**config.mk**
```make
export PLATFORM = sky130hd
export DESIGN_NAME = dual_hbridge_speed_ramp_controller
export DESIGN_NICKNAME = d
export VERILOG_FILES = /design/src/hdl/dhb_pkg.sv /design/src/hdl/dhb_divider.sv /design/src/hdl/dual_hbridge_speed_ramp_controller.sv
export SDC_FILE = /design/constraint.sdc
export NUM_CORES = 2
export LEC_CHECK = 0
export BUFFER_PORTS_ARGS = -buffer_cell sky130_fd_sc_hd__buf_4
export CORE_MARGIN = 2
export CORE_UTILIZATION = 65
export DETAILED_ROUTE_END_ITERATION = 6
export PLACE_DENSITY = 0.83
export SETUP_SLACK_MARGIN = 0.05
export SYNTH_ARGS = -nofsm -noshare
export SYNTH_HDL_FRONTEND = slang
export SYNTH_SLANG_ARGS = --single-unit
```
**constraint.sdc**
```tcl
create_clock -name clk -period 11.4 [get_ports clk]
set_input_delay 0.57 -clock clk [delete_from_list [all_inputs] [get_ports clk]]
set_output_delay 0.57 -clock clk [all_outputs]
set_load 0.05 [all_outputs]
```
**src/hdl/dhb_pkg.sv**
```systemverilog
// ----------------------------------------------------------------------------
// Dual bridge controller package
// Shared opcodes, state encoding and small helpers.
// ----------------------------------------------------------------------------
package dhb_pkg;

    typedef enum logic [2:0] {
        OP_RUN      = 3'd0,
        OP_RAMP     = 3'd1,
        OP_BRAKE    = 3'd2,
        OP_COAST    = 3'd3,
        OP_STBY_ON  = 3'd4,
        OP_STBY_OFF = 3'd5,
        OP_ESTOP    = 3'd6,
        OP_TICK     = 3'd7
    } op_t;

    typedef enum logic [2:0] {
        ST_IDLE,
        ST_DIV_START,
        ST_DIV_RUN,
        ST_DIV_DONE,
        ST_OUT_PULSE,
        ST_OUT_FINAL
    } state_t;

    // Bridge pin encodings: bit 1 is in1, bit 0 is in2.
    localparam logic [1:0] PINS_OFF   = 2'b00;
    localparam logic [1:0] PINS_CCW   = 2'b01;
    localparam logic [1:0] PINS_CW    = 2'b10;
    localparam logic [1:0] PINS_BRAKE = 2'b11;

    localparam int DIV_BITS = 32;

    // Request to the serial divider.
    typedef struct packed {
        logic        start;
        logic [9:0]  delta;
        logic [31:0] num_mul;
        logic [31:0] den;
    } div_req_t;

    typedef struct packed {
        logic        done;
        logic [9:0]  quot;
    } div_rsp_t;

    function automatic logic [1:0] dir_pins(input logic d);
        return d ? PINS_CCW : PINS_CW;
    endfunction

endpackage

```
**src/hdl/dhb_divider.sv**
```systemverilog
// ----------------------------------------------------------------------------
// Serial ramp divider
// Computes delta * elapsed / length one quotient bit per cycle.
// ----------------------------------------------------------------------------
module dhb_divider
(
    input  logic              clk,
    input  logic              rst_n,
    input  dhb_pkg::div_req_t req,
    output dhb_pkg::div_rsp_t rsp
);

    // Product is at most 42 bits; quotient fits 10 bits since elapsed < length.
    localparam int PW = 42;

    logic [PW-1:0] rem_reg, rem_next;
    logic [PW-1:0] dvd_reg, dvd_next;
    logic [31:0]   den_reg, den_next;
    logic [9:0]    quot_reg, quot_next;
    logic [5:0]    cnt_reg, cnt_next;
    logic          busy_reg, busy_next;
    logic          done_reg, done_next;
    logic [PW-1:0] rem_sh;
    logic [PW:0]   trial;

    // One restoring step per cycle on the multiplied numerator.
    always_comb
    begin
        rem_next  = rem_reg;
        dvd_next  = dvd_reg;
        den_next  = den_reg;
        quot_next = quot_reg;
        cnt_next  = cnt_reg;
        busy_next = busy_reg;
        done_next = 1'b0;
        rem_sh    = {rem_reg[PW-2:0], dvd_reg[PW-1]};
        trial     = {1'b0, rem_sh} - {11'd0, den_reg};
        if (req.start)
        begin
            rem_next  = '0;
            dvd_next  = PW'(req.delta) * PW'(req.num_mul);
            den_next  = req.den;
            quot_next = '0;
            cnt_next  = 6'(PW);
            busy_next = 1'b1;
        end
        else if (busy_reg)
        begin
            dvd_next = {dvd_reg[PW-2:0], 1'b0};
            if (!trial[PW])
            begin
                rem_next  = trial[PW-1:0];
                quot_next = {quot_reg[8:0], 1'b1};
            end
            else
            begin
                rem_next  = rem_sh;
                quot_next = {quot_reg[8:0], 1'b0};
            end
            cnt_next = cnt_reg - 6'd1;
            if (cnt_reg == 6'd1)
            begin
                busy_next = 1'b0;
                done_next = 1'b1;
            end
        end
    end

    always_ff @(posedge clk or negedge rst_n)
    begin
        if (!rst_n)
        begin
            busy_reg <= 1'b0;
            done_reg <= 1'b0;
            cnt_reg  <= '0;
        end
        else
        begin
            busy_reg <= busy_next;
            done_reg <= done_next;
            cnt_reg  <= cnt_next;
        end
    end

    always_ff @(posedge clk)
    begin
        rem_reg  <= rem_next;
        dvd_reg  <= dvd_next;
        den_reg  <= den_next;
        quot_reg <= quot_next;
    end

    assign rsp.done = done_reg;
    assign rsp.quot = quot_reg;

    a_done_ends_busy: assert property (@(posedge clk) disable iff (!rst_n)
        done_reg |-> !busy_reg) else $error("divider done while busy");
    a_start_busy: assert property (@(posedge clk) disable iff (!rst_n)
        req.start |=> busy_reg) else $error("divider did not start");
    a_cnt_zero_idle: assert property (@(posedge clk) disable iff (!rst_n)
        !busy_reg |-> (cnt_reg == 6'd0 || $past(req.start) == 1'b0))
        else $error("divider count left over");

endmodule

```
**src/hdl/dual_hbridge_speed_ramp_controller.sv**
```systemverilog
// ----------------------------------------------------------------------------
// Dual H-bridge speed ramp controller
// Two bridge channels with run, brake, coast, standby and linear ramps.
// ----------------------------------------------------------------------------
// Commands other than a tick that has a ramping channel give their first result
// beat in the cycle after accept. Such a tick runs a serial divide per ramping
// channel, one channel after the other on the single divider, before its result.
// Throughput: one item at a time; the next item is taken once all results go.
// Reset: both channels stopped, pins low, clockwise, standby pin high,
// ramp_enable high.
module dual_hbridge_speed_ramp_controller #(
    parameter int SPEED_MAX = 1000
)
(
    input  logic        clk,
    input  logic        rst_n,
    input  logic        cfg_valid,
    output logic        cfg_ready,
    input  logic        cfg_data,
    input  logic        in_valid,
    output logic        in_ready,
    input  logic [2:0]  op,
    input  logic        channel,
    input  logic        direction,
    input  logic [9:0]  speed,
    input  logic [31:0] ramp_ms,
    output logic        out_valid,
    input  logic        out_ready,
    output logic [9:0]  pwm_a,
    output logic [9:0]  pwm_b,
    output logic        in1_a,
    output logic        in2_a,
    output logic        in1_b,
    output logic        in2_b,
    output logic        standby_pin,
    output logic        dir_a,
    output logic        dir_b,
    output logic        last
);

    localparam logic [9:0] SMAX = 10'(SPEED_MAX);

    dhb_pkg::state_t state_reg, state_next;

    logic        ramp_en_reg;
    logic [9:0]  spd_reg   [2];
    logic        dir_reg   [2];
    logic [1:0]  pins_reg  [2];
    logic        busy_reg  [2];
    logic [9:0]  from_reg  [2];
    logic [9:0]  to_reg    [2];
    logic [31:0] elap_reg  [2];
    logic [31:0] len_reg   [2];
    logic        stby_reg;
    logic        ch_reg;     // channel under tick division
    logic        pend_reg;   // second channel still to tick

    // Snapshot registers holding the brake pulse beat.
    logic [9:0]  o_pwm_reg [2];
    logic [1:0]  o_pins_reg [2];
    logic        o_dir_reg [2];
    logic        o_stby_reg;

    dhb_pkg::div_req_t dreq;
    dhb_pkg::div_rsp_t drsp;

    logic        accept;
    logic [9:0]  spd_sat;
    logic        c;
    logic        dirchg;
    logic [31:0] e_inc;
    logic [9:0]  fr, tt, delta;
    logic [10:0] sum;

    assign accept    = in_valid && in_ready;
    assign in_ready  = (state_reg == dhb_pkg::ST_IDLE);
    assign cfg_ready = (state_reg == dhb_pkg::ST_IDLE) && !in_valid;
    assign out_valid = (state_reg == dhb_pkg::ST_OUT_PULSE) ||
                       (state_reg == dhb_pkg::ST_OUT_FINAL);
    assign spd_sat   = (speed > SMAX) ? SMAX : speed;
    assign c         = channel;
    assign dirchg    = (direction != dir_reg[c]);

    // Divider request for the current tick channel.
    assign e_inc = (elap_reg[ch_reg] == 32'hFFFF_FFFF) ? elap_reg[ch_reg]
                                                      : elap_reg[ch_reg] + 32'd1;
    assign fr    = from_reg[ch_reg];
    assign tt    = to_reg[ch_reg];
    assign delta = (tt >= fr) ? tt - fr : fr - tt;
    assign dreq.start   = (state_reg == dhb_pkg::ST_DIV_START);
    assign dreq.delta   = delta;
    assign dreq.num_mul = e_inc;
    assign dreq.den     = len_reg[ch_reg];
    assign sum = {1'b0, fr} + {1'b0, drsp.quot};

    dhb_divider u_div (
        .clk   (clk),
        .rst_n (rst_n),
        .req   (dreq),
        .rsp   (drsp)
    );

    // Next state.
    always_comb
    begin
        state_next = state_reg;
        unique case (state_reg)
            dhb_pkg::ST_IDLE:
                if (accept)
                begin
                    if (op == dhb_pkg::OP_TICK && ramp_en_reg && (busy_reg[0] || busy_reg[1]))
                        state_next = dhb_pkg::ST_DIV_START;
                    else if ((op == dhb_pkg::OP_RUN ||
                              (op == dhb_pkg::OP_RAMP)) && dirchg)
                        state_next = dhb_pkg::ST_OUT_PULSE;
                    else
                        state_next = dhb_pkg::ST_OUT_FINAL;
                end
            dhb_pkg::ST_DIV_START:
                state_next = dhb_pkg::ST_DIV_RUN;
            dhb_pkg::ST_DIV_RUN:
                if (drsp.done)
                    state_next = dhb_pkg::ST_DIV_DONE;
            dhb_pkg::ST_DIV_DONE:
                state_next = pend_reg ? dhb_pkg::ST_DIV_START : dhb_pkg::ST_OUT_FINAL;
            dhb_pkg::ST_OUT_PULSE:
                if (out_ready)
                    state_next = dhb_pkg::ST_OUT_FINAL;
            dhb_pkg::ST_OUT_FINAL:
                if (out_ready)
                    state_next = dhb_pkg::ST_IDLE;
            default:
                state_next = dhb_pkg::ST_IDLE;
        endcase
    end

    always_ff @(posedge clk or negedge rst_n)
    begin
        if (!rst_n)
            state_reg <= dhb_pkg::ST_IDLE;
        else
            state_reg <= state_next;
    end

    // Configuration register.
    always_ff @(posedge clk or negedge rst_n)
    begin
        if (!rst_n)
            ramp_en_reg <= 1'b1;
        else if (cfg_valid && cfg_ready)
            ramp_en_reg <= cfg_data;
    end

    // Channel state updates; the brake pulse snapshot is taken at accept.
    always_ff @(posedge clk or negedge rst_n)
    begin
        if (!rst_n)
        begin
            for (int i = 0; i < 2; i++)
            begin
                spd_reg[i]  <= '0;
                dir_reg[i]  <= 1'b0;
                pins_reg[i] <= dhb_pkg::PINS_OFF;
                busy_reg[i] <= 1'b0;
            end
            stby_reg <= 1'b1;
            ch_reg   <= 1'b0;
            pend_reg <= 1'b0;
        end
        else if (accept)
        begin
            unique case (dhb_pkg::op_t'(op))
                dhb_pkg::OP_RUN:
                begin
                    busy_reg[c] <= 1'b0;
                    dir_reg[c]  <= direction;
                    pins_reg[c] <= dhb_pkg::dir_pins(direction);
                    spd_reg[c]  <= spd_sat;
                end
                dhb_pkg::OP_RAMP:
                begin
                    dir_reg[c]  <= direction;
                    pins_reg[c] <= dhb_pkg::dir_pins(direction);
                    if (!ramp_en_reg || ramp_ms == 32'd0)
                    begin
                        busy_reg[c] <= 1'b0;
                        spd_reg[c]  <= spd_sat;
                    end
                    else
                    begin
                        busy_reg[c] <= 1'b1;
                        if (dirchg)
                            spd_reg[c] <= SMAX;
                    end
                end
                dhb_pkg::OP_BRAKE:
                begin
                    busy_reg[c] <= 1'b0;
                    pins_reg[c] <= dhb_pkg::PINS_BRAKE;
                    spd_reg[c]  <= SMAX;
                end
                dhb_pkg::OP_COAST:
                begin
                    busy_reg[c] <= 1'b0;
                    pins_reg[c] <= dhb_pkg::PINS_OFF;
                    spd_reg[c]  <= '0;
                end
                dhb_pkg::OP_STBY_ON:
                begin
                    for (int i = 0; i < 2; i++)
                    begin
                        busy_reg[i] <= 1'b0;
                        pins_reg[i] <= dhb_pkg::PINS_OFF;
                        spd_reg[i]  <= '0;
                    end
                    stby_reg <= 1'b0;
                end
                dhb_pkg::OP_STBY_OFF:
                    stby_reg <= 1'b1;
                dhb_pkg::OP_ESTOP:
                    for (int i = 0; i < 2; i++)
                    begin
                        busy_reg[i] <= 1'b0;
                        pins_reg[i] <= dhb_pkg::PINS_BRAKE;
                        spd_reg[i]  <= SMAX;
                    end
                default:
                begin
                    // Tick: queue the ramping channels, A first.
                    ch_reg   <= busy_reg[0] ? 1'b0 : 1'b1;
                    pend_reg <= busy_reg[0] && busy_reg[1];
                end
            endcase
        end
        else if (state_reg == dhb_pkg::ST_DIV_START)
        begin
            // Ramp end check uses the incremented elapsed count.
            if (e_inc >= len_reg[ch_reg])
            begin
                spd_reg[ch_reg]  <= tt;
                busy_reg[ch_reg] <= 1'b0;
            end
        end
        else if (state_reg == dhb_pkg::ST_DIV_DONE)
        begin
            if (busy_reg[ch_reg])
            begin
                if (tt >= fr)
                    spd_reg[ch_reg] <= (sum > {1'b0, SMAX}) ? SMAX : sum[9:0];
                else
                    spd_reg[ch_reg] <= (drsp.quot > fr) ? 10'd0 : fr - drsp.quot;
            end
            ch_reg   <= 1'b1;
            pend_reg <= 1'b0;
        end
    end

    // Ramp parameters, written at ramp start and elapsed bump at tick.
    always_ff @(posedge clk)
    begin
        if (accept && op == dhb_pkg::OP_RAMP && ramp_en_reg && ramp_ms != 32'd0)
        begin
            from_reg[c] <= dirchg ? SMAX : spd_reg[c];
            to_reg[c]   <= spd_sat;
            elap_reg[c] <= '0;
            len_reg[c]  <= ramp_ms;
        end
        else if (state_reg == dhb_pkg::ST_DIV_START)
            elap_reg[ch_reg] <= e_inc;
    end

    // Brake pulse snapshot, taken at accept and held while the beat waits.
    always_ff @(posedge clk)
    begin
        if (accept && state_next == dhb_pkg::ST_OUT_PULSE)
        begin
            for (int i = 0; i < 2; i++)
            begin
                o_pwm_reg[i]  <= (1'(i) == c) ? SMAX : spd_reg[i];
                o_pins_reg[i] <= (1'(i) == c) ? dhb_pkg::PINS_BRAKE : pins_reg[i];
                o_dir_reg[i]  <= dir_reg[i];
            end
            o_stby_reg <= stby_reg;
        end
    end

    // The final beat shows the updated state directly; the pulse comes from the snapshot.
    logic [9:0] pwm_f [2];
    logic [1:0] pins_f [2];
    logic       dir_f [2];
    logic       stby_f;
    logic       show_live;
    assign show_live = (state_reg == dhb_pkg::ST_OUT_FINAL);
    always_comb
    begin
        for (int i = 0; i < 2; i++)
        begin
            pwm_f[i]  = show_live ? spd_reg[i]  : o_pwm_reg[i];
            pins_f[i] = show_live ? pins_reg[i] : o_pins_reg[i];
            dir_f[i]  = show_live ? dir_reg[i]  : o_dir_reg[i];
        end
        stby_f = show_live ? stby_reg : o_stby_reg;
    end

    assign pwm_a       = pwm_f[0];
    assign pwm_b       = pwm_f[1];
    assign in1_a       = pins_f[0][1];
    assign in2_a       = pins_f[0][0];
    assign in1_b       = pins_f[1][1];
    assign in2_b       = pins_f[1][0];
    assign dir_a       = dir_f[0];
    assign dir_b       = dir_f[1];
    assign standby_pin = stby_f;
    assign last        = show_live;

    a_no_accept_busy: assert property (@(posedge clk) disable iff (!rst_n)
        out_valid |-> !in_ready) else $error("input taken during output");
    a_pulse_then_final: assert property (@(posedge clk) disable iff (!rst_n)
        (state_reg == dhb_pkg::ST_OUT_PULSE && out_ready) |=>
        state_reg == dhb_pkg::ST_OUT_FINAL) else $error("pulse not followed by final");
    a_speed_cap: assert property (@(posedge clk) disable iff (!rst_n)
        spd_reg[0] <= SMAX && spd_reg[1] <= SMAX) else $error("speed over max");

endmodule

```
# Yosys cells after proc, flatten, opt, wreduce, memory -nomap -nowiden
# Memory sizes are Yosys's and may differ from the RTL's.
# Index checks and enable logic that the tools add are counted.
# word_totals
reg_bits,169
output_inout_bits,31
wordCells,222
memories,7
mem_bits_rw,194
input_bits,53
# mem_list
memory,depth,word_bits,rd,rd_clocked_by_memory_dff,write_ports,line_no,text
elap_reg,2,32,1,0,1,dual_hbridge_speed_ramp_controller.sv:52,logic [31:0] elap_reg [2];
len_reg,2,32,1,0,1,dual_hbridge_speed_ramp_controller.sv:53,logic [31:0] len_reg [2];
from_reg,2,10,1,0,1,dual_hbridge_speed_ramp_controller.sv:50,logic [9:0] from_reg [2];
o_pwm_reg,2,10,2,0,2,dual_hbridge_speed_ramp_controller.sv:59,logic [9:0] o_pwm_reg [2];
to_reg,2,10,1,0,1,dual_hbridge_speed_ramp_controller.sv:51,logic [9:0] to_reg [2];
o_pins_reg,2,2,2,0,2,dual_hbridge_speed_ramp_controller.sv:60,logic [1:0] o_pins_reg [2];
1 more memories,--,--,--,--,--,--,
# op_classes
n_eq_ne,22
n_bitwise,15
reduce_logical,42
order_cmp,9
addsub,7
multipliers,1
mux,98
# ops
operator,n
20-bit two-way mux,8
10-bit two-way mux,14
20-bit one-hot mux with 6 select lines,1
42-bit two-way mux,2
20-bit bitwise mux,4
32-bit two-way mux,2
42-bit by 32-bit subtractor with 43-bit output,1
10-bit by 32-bit multiplier with 42-bit output,1
41-bit two-way mux,1
1-bit two-way mux,37
"32-bit by 1-bit adder with 32-bit output, second input constant",1
"32-bit == test, second input constant",1
32-bit greater-or-equal comparator,1
32-bit zero test,1
32-bit nonzero test,1
32-bit OR reduction,1
10-bit subtractor,3
"3-bit == test, second input constant",7
20-bit AND,1
10-bit demux with 1-bit select,2
2-bit two-way mux,10
20-bit NOT,1
4-bit one-hot mux with 5 select lines,1
3-bit two-way mux,6
other kinds (49),86

# Longest topological paths before layout
# depth
depth_word,14
depth_mapped,44
ltp_nobuf,35

# By module
# Synthesis repeated with hierarchy kept, for this count alone.
# unflattened
cells_unflattened,3229
area_unflattened_um2,31347.6
# by_module_without_submodules
module,area_per_inst_um2,n_inst,cells_per_inst,seq_area_each_um2
dhb_divider,17230.3,1,1911,3443.3
dual_hbridge_speed_ramp_controller,14117.3,1,1318,6734.0

# Worst setup path after synthesis
# Ideal clock, no wire load.
# synth_timing
path_type,flip-flop to flip-flop
start,reg ch_reg
end,"reg u_div.dvd_reg[39], data pin"
setup_time_ns,0.256
path_slack_ns,1.253
stages_incl_launch_ff,41
arrival_ns,9.891
path_buffers,8
period_less_slack_ns,10.147
t_required_ns,11.144
cell_sequence,dfrtp_1 -> buf_6 -> buf_4 -> buf_4 -> buf_4 -> buf_4 -> clkbuf_1 -> buf_1 -> mux2i_1 -> inv_1 -> ha_1 -> inv_1 -> fa_1 -> a21o_1 -> a21o_1 -> a2111oi_2 -> or3_2 -> mux2_2 -> (+5 left out) -> fa_1 -> fa_1 -> fa_1 -> fa_1 -> inv_1 -> fa_1 -> inv_1 -> ha_1 -> a211oi_1 -> nor2b_1 -> nand4_1 -> a211oi_2 -> o21ai_1 -> a31oi_1 -> a31o_2 -> nor4_1 -> or3_1 -> a31o_2
# synth_via
elab_chain_cells,5
elab_cells_between_ends,12
classes_between,3 x add/sub; 1 x mul; 1 x order compare; 1 x eq/ne; 3 x mux; 3 x memory
# synth_lines
element,line_no,text
start: declaration,dual_hbridge_speed_ramp_controller.sv:55,logic ch_reg;
start signal: assignment,dual_hbridge_speed_ramp_controller.sv:230,ch_reg <= busy_reg[0] ? 1'b0 : 1'b1;
memory 2 x 32 bit (tied with other cells),--,
32-bit by 1-bit adder with 32-bit output (tied with other cells),dual_hbridge_speed_ramp_controller.sv:86,: elap_reg[ch_reg] + 32'd1;
32-bit two-way mux or 10-bit two-way mux (tied branches),"dual_hbridge_speed_ramp_controller.sv:85, dual_hbridge_speed_ramp_controller.sv:89",
10-bit by 32-bit multiplier with 42-bit output (*),dhb_divider.sv:41,dvd_next = PW'(req.delta) * PW'(req.num_mul);
42-bit two-way mux (*),dhb_divider.sv:38,if (req.start)
via u_div.dvd_next[39],dhb_divider.sv:17,"logic [PW-1:0] dvd_reg, dvd_next;"
end signal: assignment,dhb_divider.sv:88,dvd_reg <= dvd_next;
end: declaration,dhb_divider.sv:17,
# Mark *: on every way through the listed nets, which the timed path passes. The rest lies on a longest branch.
# A chain may end at the register's enable or synchronous reset.

# Worst setup path after layout
# layout_timing
start,reg ch_reg
end,"reg u_div.dvd_reg[33], data pin"
# The elaborated chain is that of the path after synthesis.

==> flow_summary.json <==
{
  "clock_path_buffers": 3,
  "critPathMaxStageDelay_ps": 690,
  "ys.flop_type": "edfxtp_1",
  "yosys_warnings": 0,
  "areaGrowthSynthToFinish_pct": 8.07,
  "drive_gt1_frac": 0.0900,
  "overflow": 0,
  "drt_iter0_drc": 2360,
  "clk_latency_ps": 600,
  "period_minus_slack_ps": 10710,
  "core.rowCount": 79,
  "grt_pass1_vias": 24200,
  "endpoint_kind": "flip-flop",
  "cp_num_buf_inv": 5,
  "avgSynthCellArea_um2": 9.56,
  "min_period_over_period": 0.939,
  "cpMaxStageDelayCell": "dfrtp_4",
  "cp_max_fo": 32,
  "drt-total-wl_mm": 78.9,
  "wl_met1_mm": 31.0,
  "grt_use_total": 0.325,
  "syn-num-nets": 3686,
  "route.detailed.drc": 0,
  "synth_cell_types": 99,
  "clkSlewWorstSetupHoldPaths_ps": 60,
  "place.gp.congestion": 0.976,
  "die_h_um": 221,
  "maxCapViolations": 0,
  "dp.cells": 3787,
  "netlist_instances": 3207,
  "antenna_left": 0,
  "numClockSinks": 363,
  "worstSetupPathType": "flip-flop to flip-flop",
  "fmax_mhz": 93.4,
  "clock-skew-final_ps": 41.1,
  "tns_ps": 0,
  "fin_util": 0.712,
  "nets": 3702,
  "post_cts_buffers": 0,
  "hpwl_mm": 59.4,
  "cp.arrival_ps": 10990,
  "tightest_slew_ps": 1170,
  "setup_viol": 0,
  "synth_edf_count": 269,
  "finalHoldViolations": 0,
  "wl_met2_mm": 37.6,
  "port_buffers": 83,
  "start_util": 0.659,
  "grt_start_max_net_pins": 89,
  "top_layer_used": "met4",
  "async_flop_share": 0.118,
  "fp.coreArea_um2": 46600,
  "syn_area_um2": 30700,
  "numCtsBuffers": 40,
  "rsz0062_at_grt": "false",
  "ctsHtreeMaxLevel": 2,
  "clock-root-buffer": "clkbuf_16",
  "status": "finished clean",
  "dieArea_um2": 48900,
  "critPathLaunchType": "flip-flop",
  "dr_wl_met3_mm": 6.82,
  "path_common_cell": "fa_1",
  "num_vias": 24100,
  "die_x_um": 221,
  "viasPerCell": 6.23,
  "final_cell_count_no_fill": 3863,
  "fillers": 3295,
  "grt_first_pass_wirelength_mm": 128,
  "pin_count": 84,
  "drtPass1Iterations": 7,
  "cp.required_ps": 11680,
  "critPathTopFamily": "compound AO/OA/AOI/OAI gates",
  "tritoncts": "done",
  "slew_viol_final": 0,
  "max-slew-margin-rel": 0.216,
  "antenna_found_initial": 0,
  "post_drt_wl_per_cell_um": 20.4,
  "hp-class": "input port to flip-flop",
  "ys_ff_latch": 363,
  "ys_seq_area_frac": 0.332
}
==> final timing paths <==
| kind | startpoint | end | slack (ps) | cells after the start |
|---|---|---|---|---|
| setup / recovery | ch_reg | u_div.dvd_reg[33] | 690 | 34 |
| hold / removal | ramp_ms[12] | len_reg[0][12] | 160 | 1 |
| setup reg to reg | ch_reg | u_div.dvd_reg[33] | 690 | 34 |
| hold reg to reg | u_div.rem_reg[39] | u_div.rem_reg[39] | 500 | 2 |
| max in group asynchronous | rst_n | ch_reg | 10450 | 2 |
| min in group asynchronous | rst_n | spd_reg[5] | 520 | 2 |
==> layer usage <==
layer / track usage / up-vias
met4: 0.141 / 0
met3: 0.0571 / 256
met5: 0 / -
li1: - / 10900
met1: 0.417 / 11700
met2: 0.543 / 1217
==> layout make-up <==
cell class	instances	area, um2	area share
clock buffer	53	1100	0.0332
inverter	378	1420	0.0428
tap	607	759	0.0229
antenna	1	2.50	0.0000755
timing repair buffer	123	926	0.0279
multi-input combinational	2317	18500	0.559
sequential	363	10200	0.307
clock inverter	21	234	0.00706
==> logic make-up (layout without fill, tap and decap cells) <==
family | Yosys count | after routing | synth area share
flops | 363 | 363 | 0.332
simple gates | 1002 | 1002 | 0.152
other cells | 0 | 1 | 0
fa+ha+maj | 426 | 426 | 0.233
compound gates | 623 | 623 | 0.129
mux | 147 | 147 | 0.0497
xor+xnor | 119 | 119 | 0.0374
buf+inv | 527 | 575 | 0.0669
==> per-stage QoR <==
stage,instance area (um2),hold slack (ps),setup slack [ps]
floorplan,30700,274,1250
global placement,31800,473,1180
detailed placement,31800,486,856
CTS,33100,137,831
global route,33100,151,50.3
finish,33100,163,691
==> layout by cell type (no fill, tap or decap), types with 9 or more instances in the layout <==
cell type	count
a31oi_1	17
edfxtp_1	269
xnor2_1	44
or2_2	16
a211oi_1	36
xnor2_2	15
nand3_1	60
xor2_1	55
and2_1	27
nor3_1	34
nor4_1	18
inv_1	374
a21oi_1	184
o21ai_0	152
and3_1	17
nor2_1	340
nor2b_1	33
clkinv_1	9
mux2_2	42
mux2i_1	105
dfrtp_1	39
fa_1	243
o21bai_1	16
buf_4	122
a21o_1	68
nand2b_1	77
nand4_1	25
clkbuf_1	9
dfxtp_1	51
clkbuf_16	41
nand2_1	296
o211ai_1	15
nand3b_1	12
o21a_1	23
ha_1	183
or3_1	10
==> worst register-to-register path: cells and delay by family (launching register included) <==
family,cells,cell delay (ps)
AO/OA/AOI/OAI,12,3600
adder cells (fa/ha/maj),8,3460
AND/OR/NAND/NOR,6,1310
flip-flops,1,690
buffers and inverters,5,600
multiplexers,1,430
XOR/XNOR,2,310
==> timing repair <==
| item | CTS | global route |
|---|---|---|
| hold buffers | 1 | 0 |
| endpoints found under the hold margin | 40 | 0 |
| setup endpoints to repair | 0 | 0 |
| gates resized for setup | 0 | 0 |
==> Yosys cell counts, drive strengths merged, types with 42 or more instances <==
library cell,instances,area [um2]
nand2,296,1110
edfxtp,269,8080
dfxtp,51,1020
inv,376,1410
a21o,68,510
o21ai,154,771
nand2b,77,482
buf,43,234
xnor2,59,592
mux2,42,473
clkbuf,106,398
fa,243,4860
xor2,60,556
ha,183,2290
nor2,342,1280
nand3,61,310
a21oi,184,921
mux2i,105,1050
Power is not shown: default switching activity piles up to over one toggle a cycle in this logic, so the estimate is an artifact.
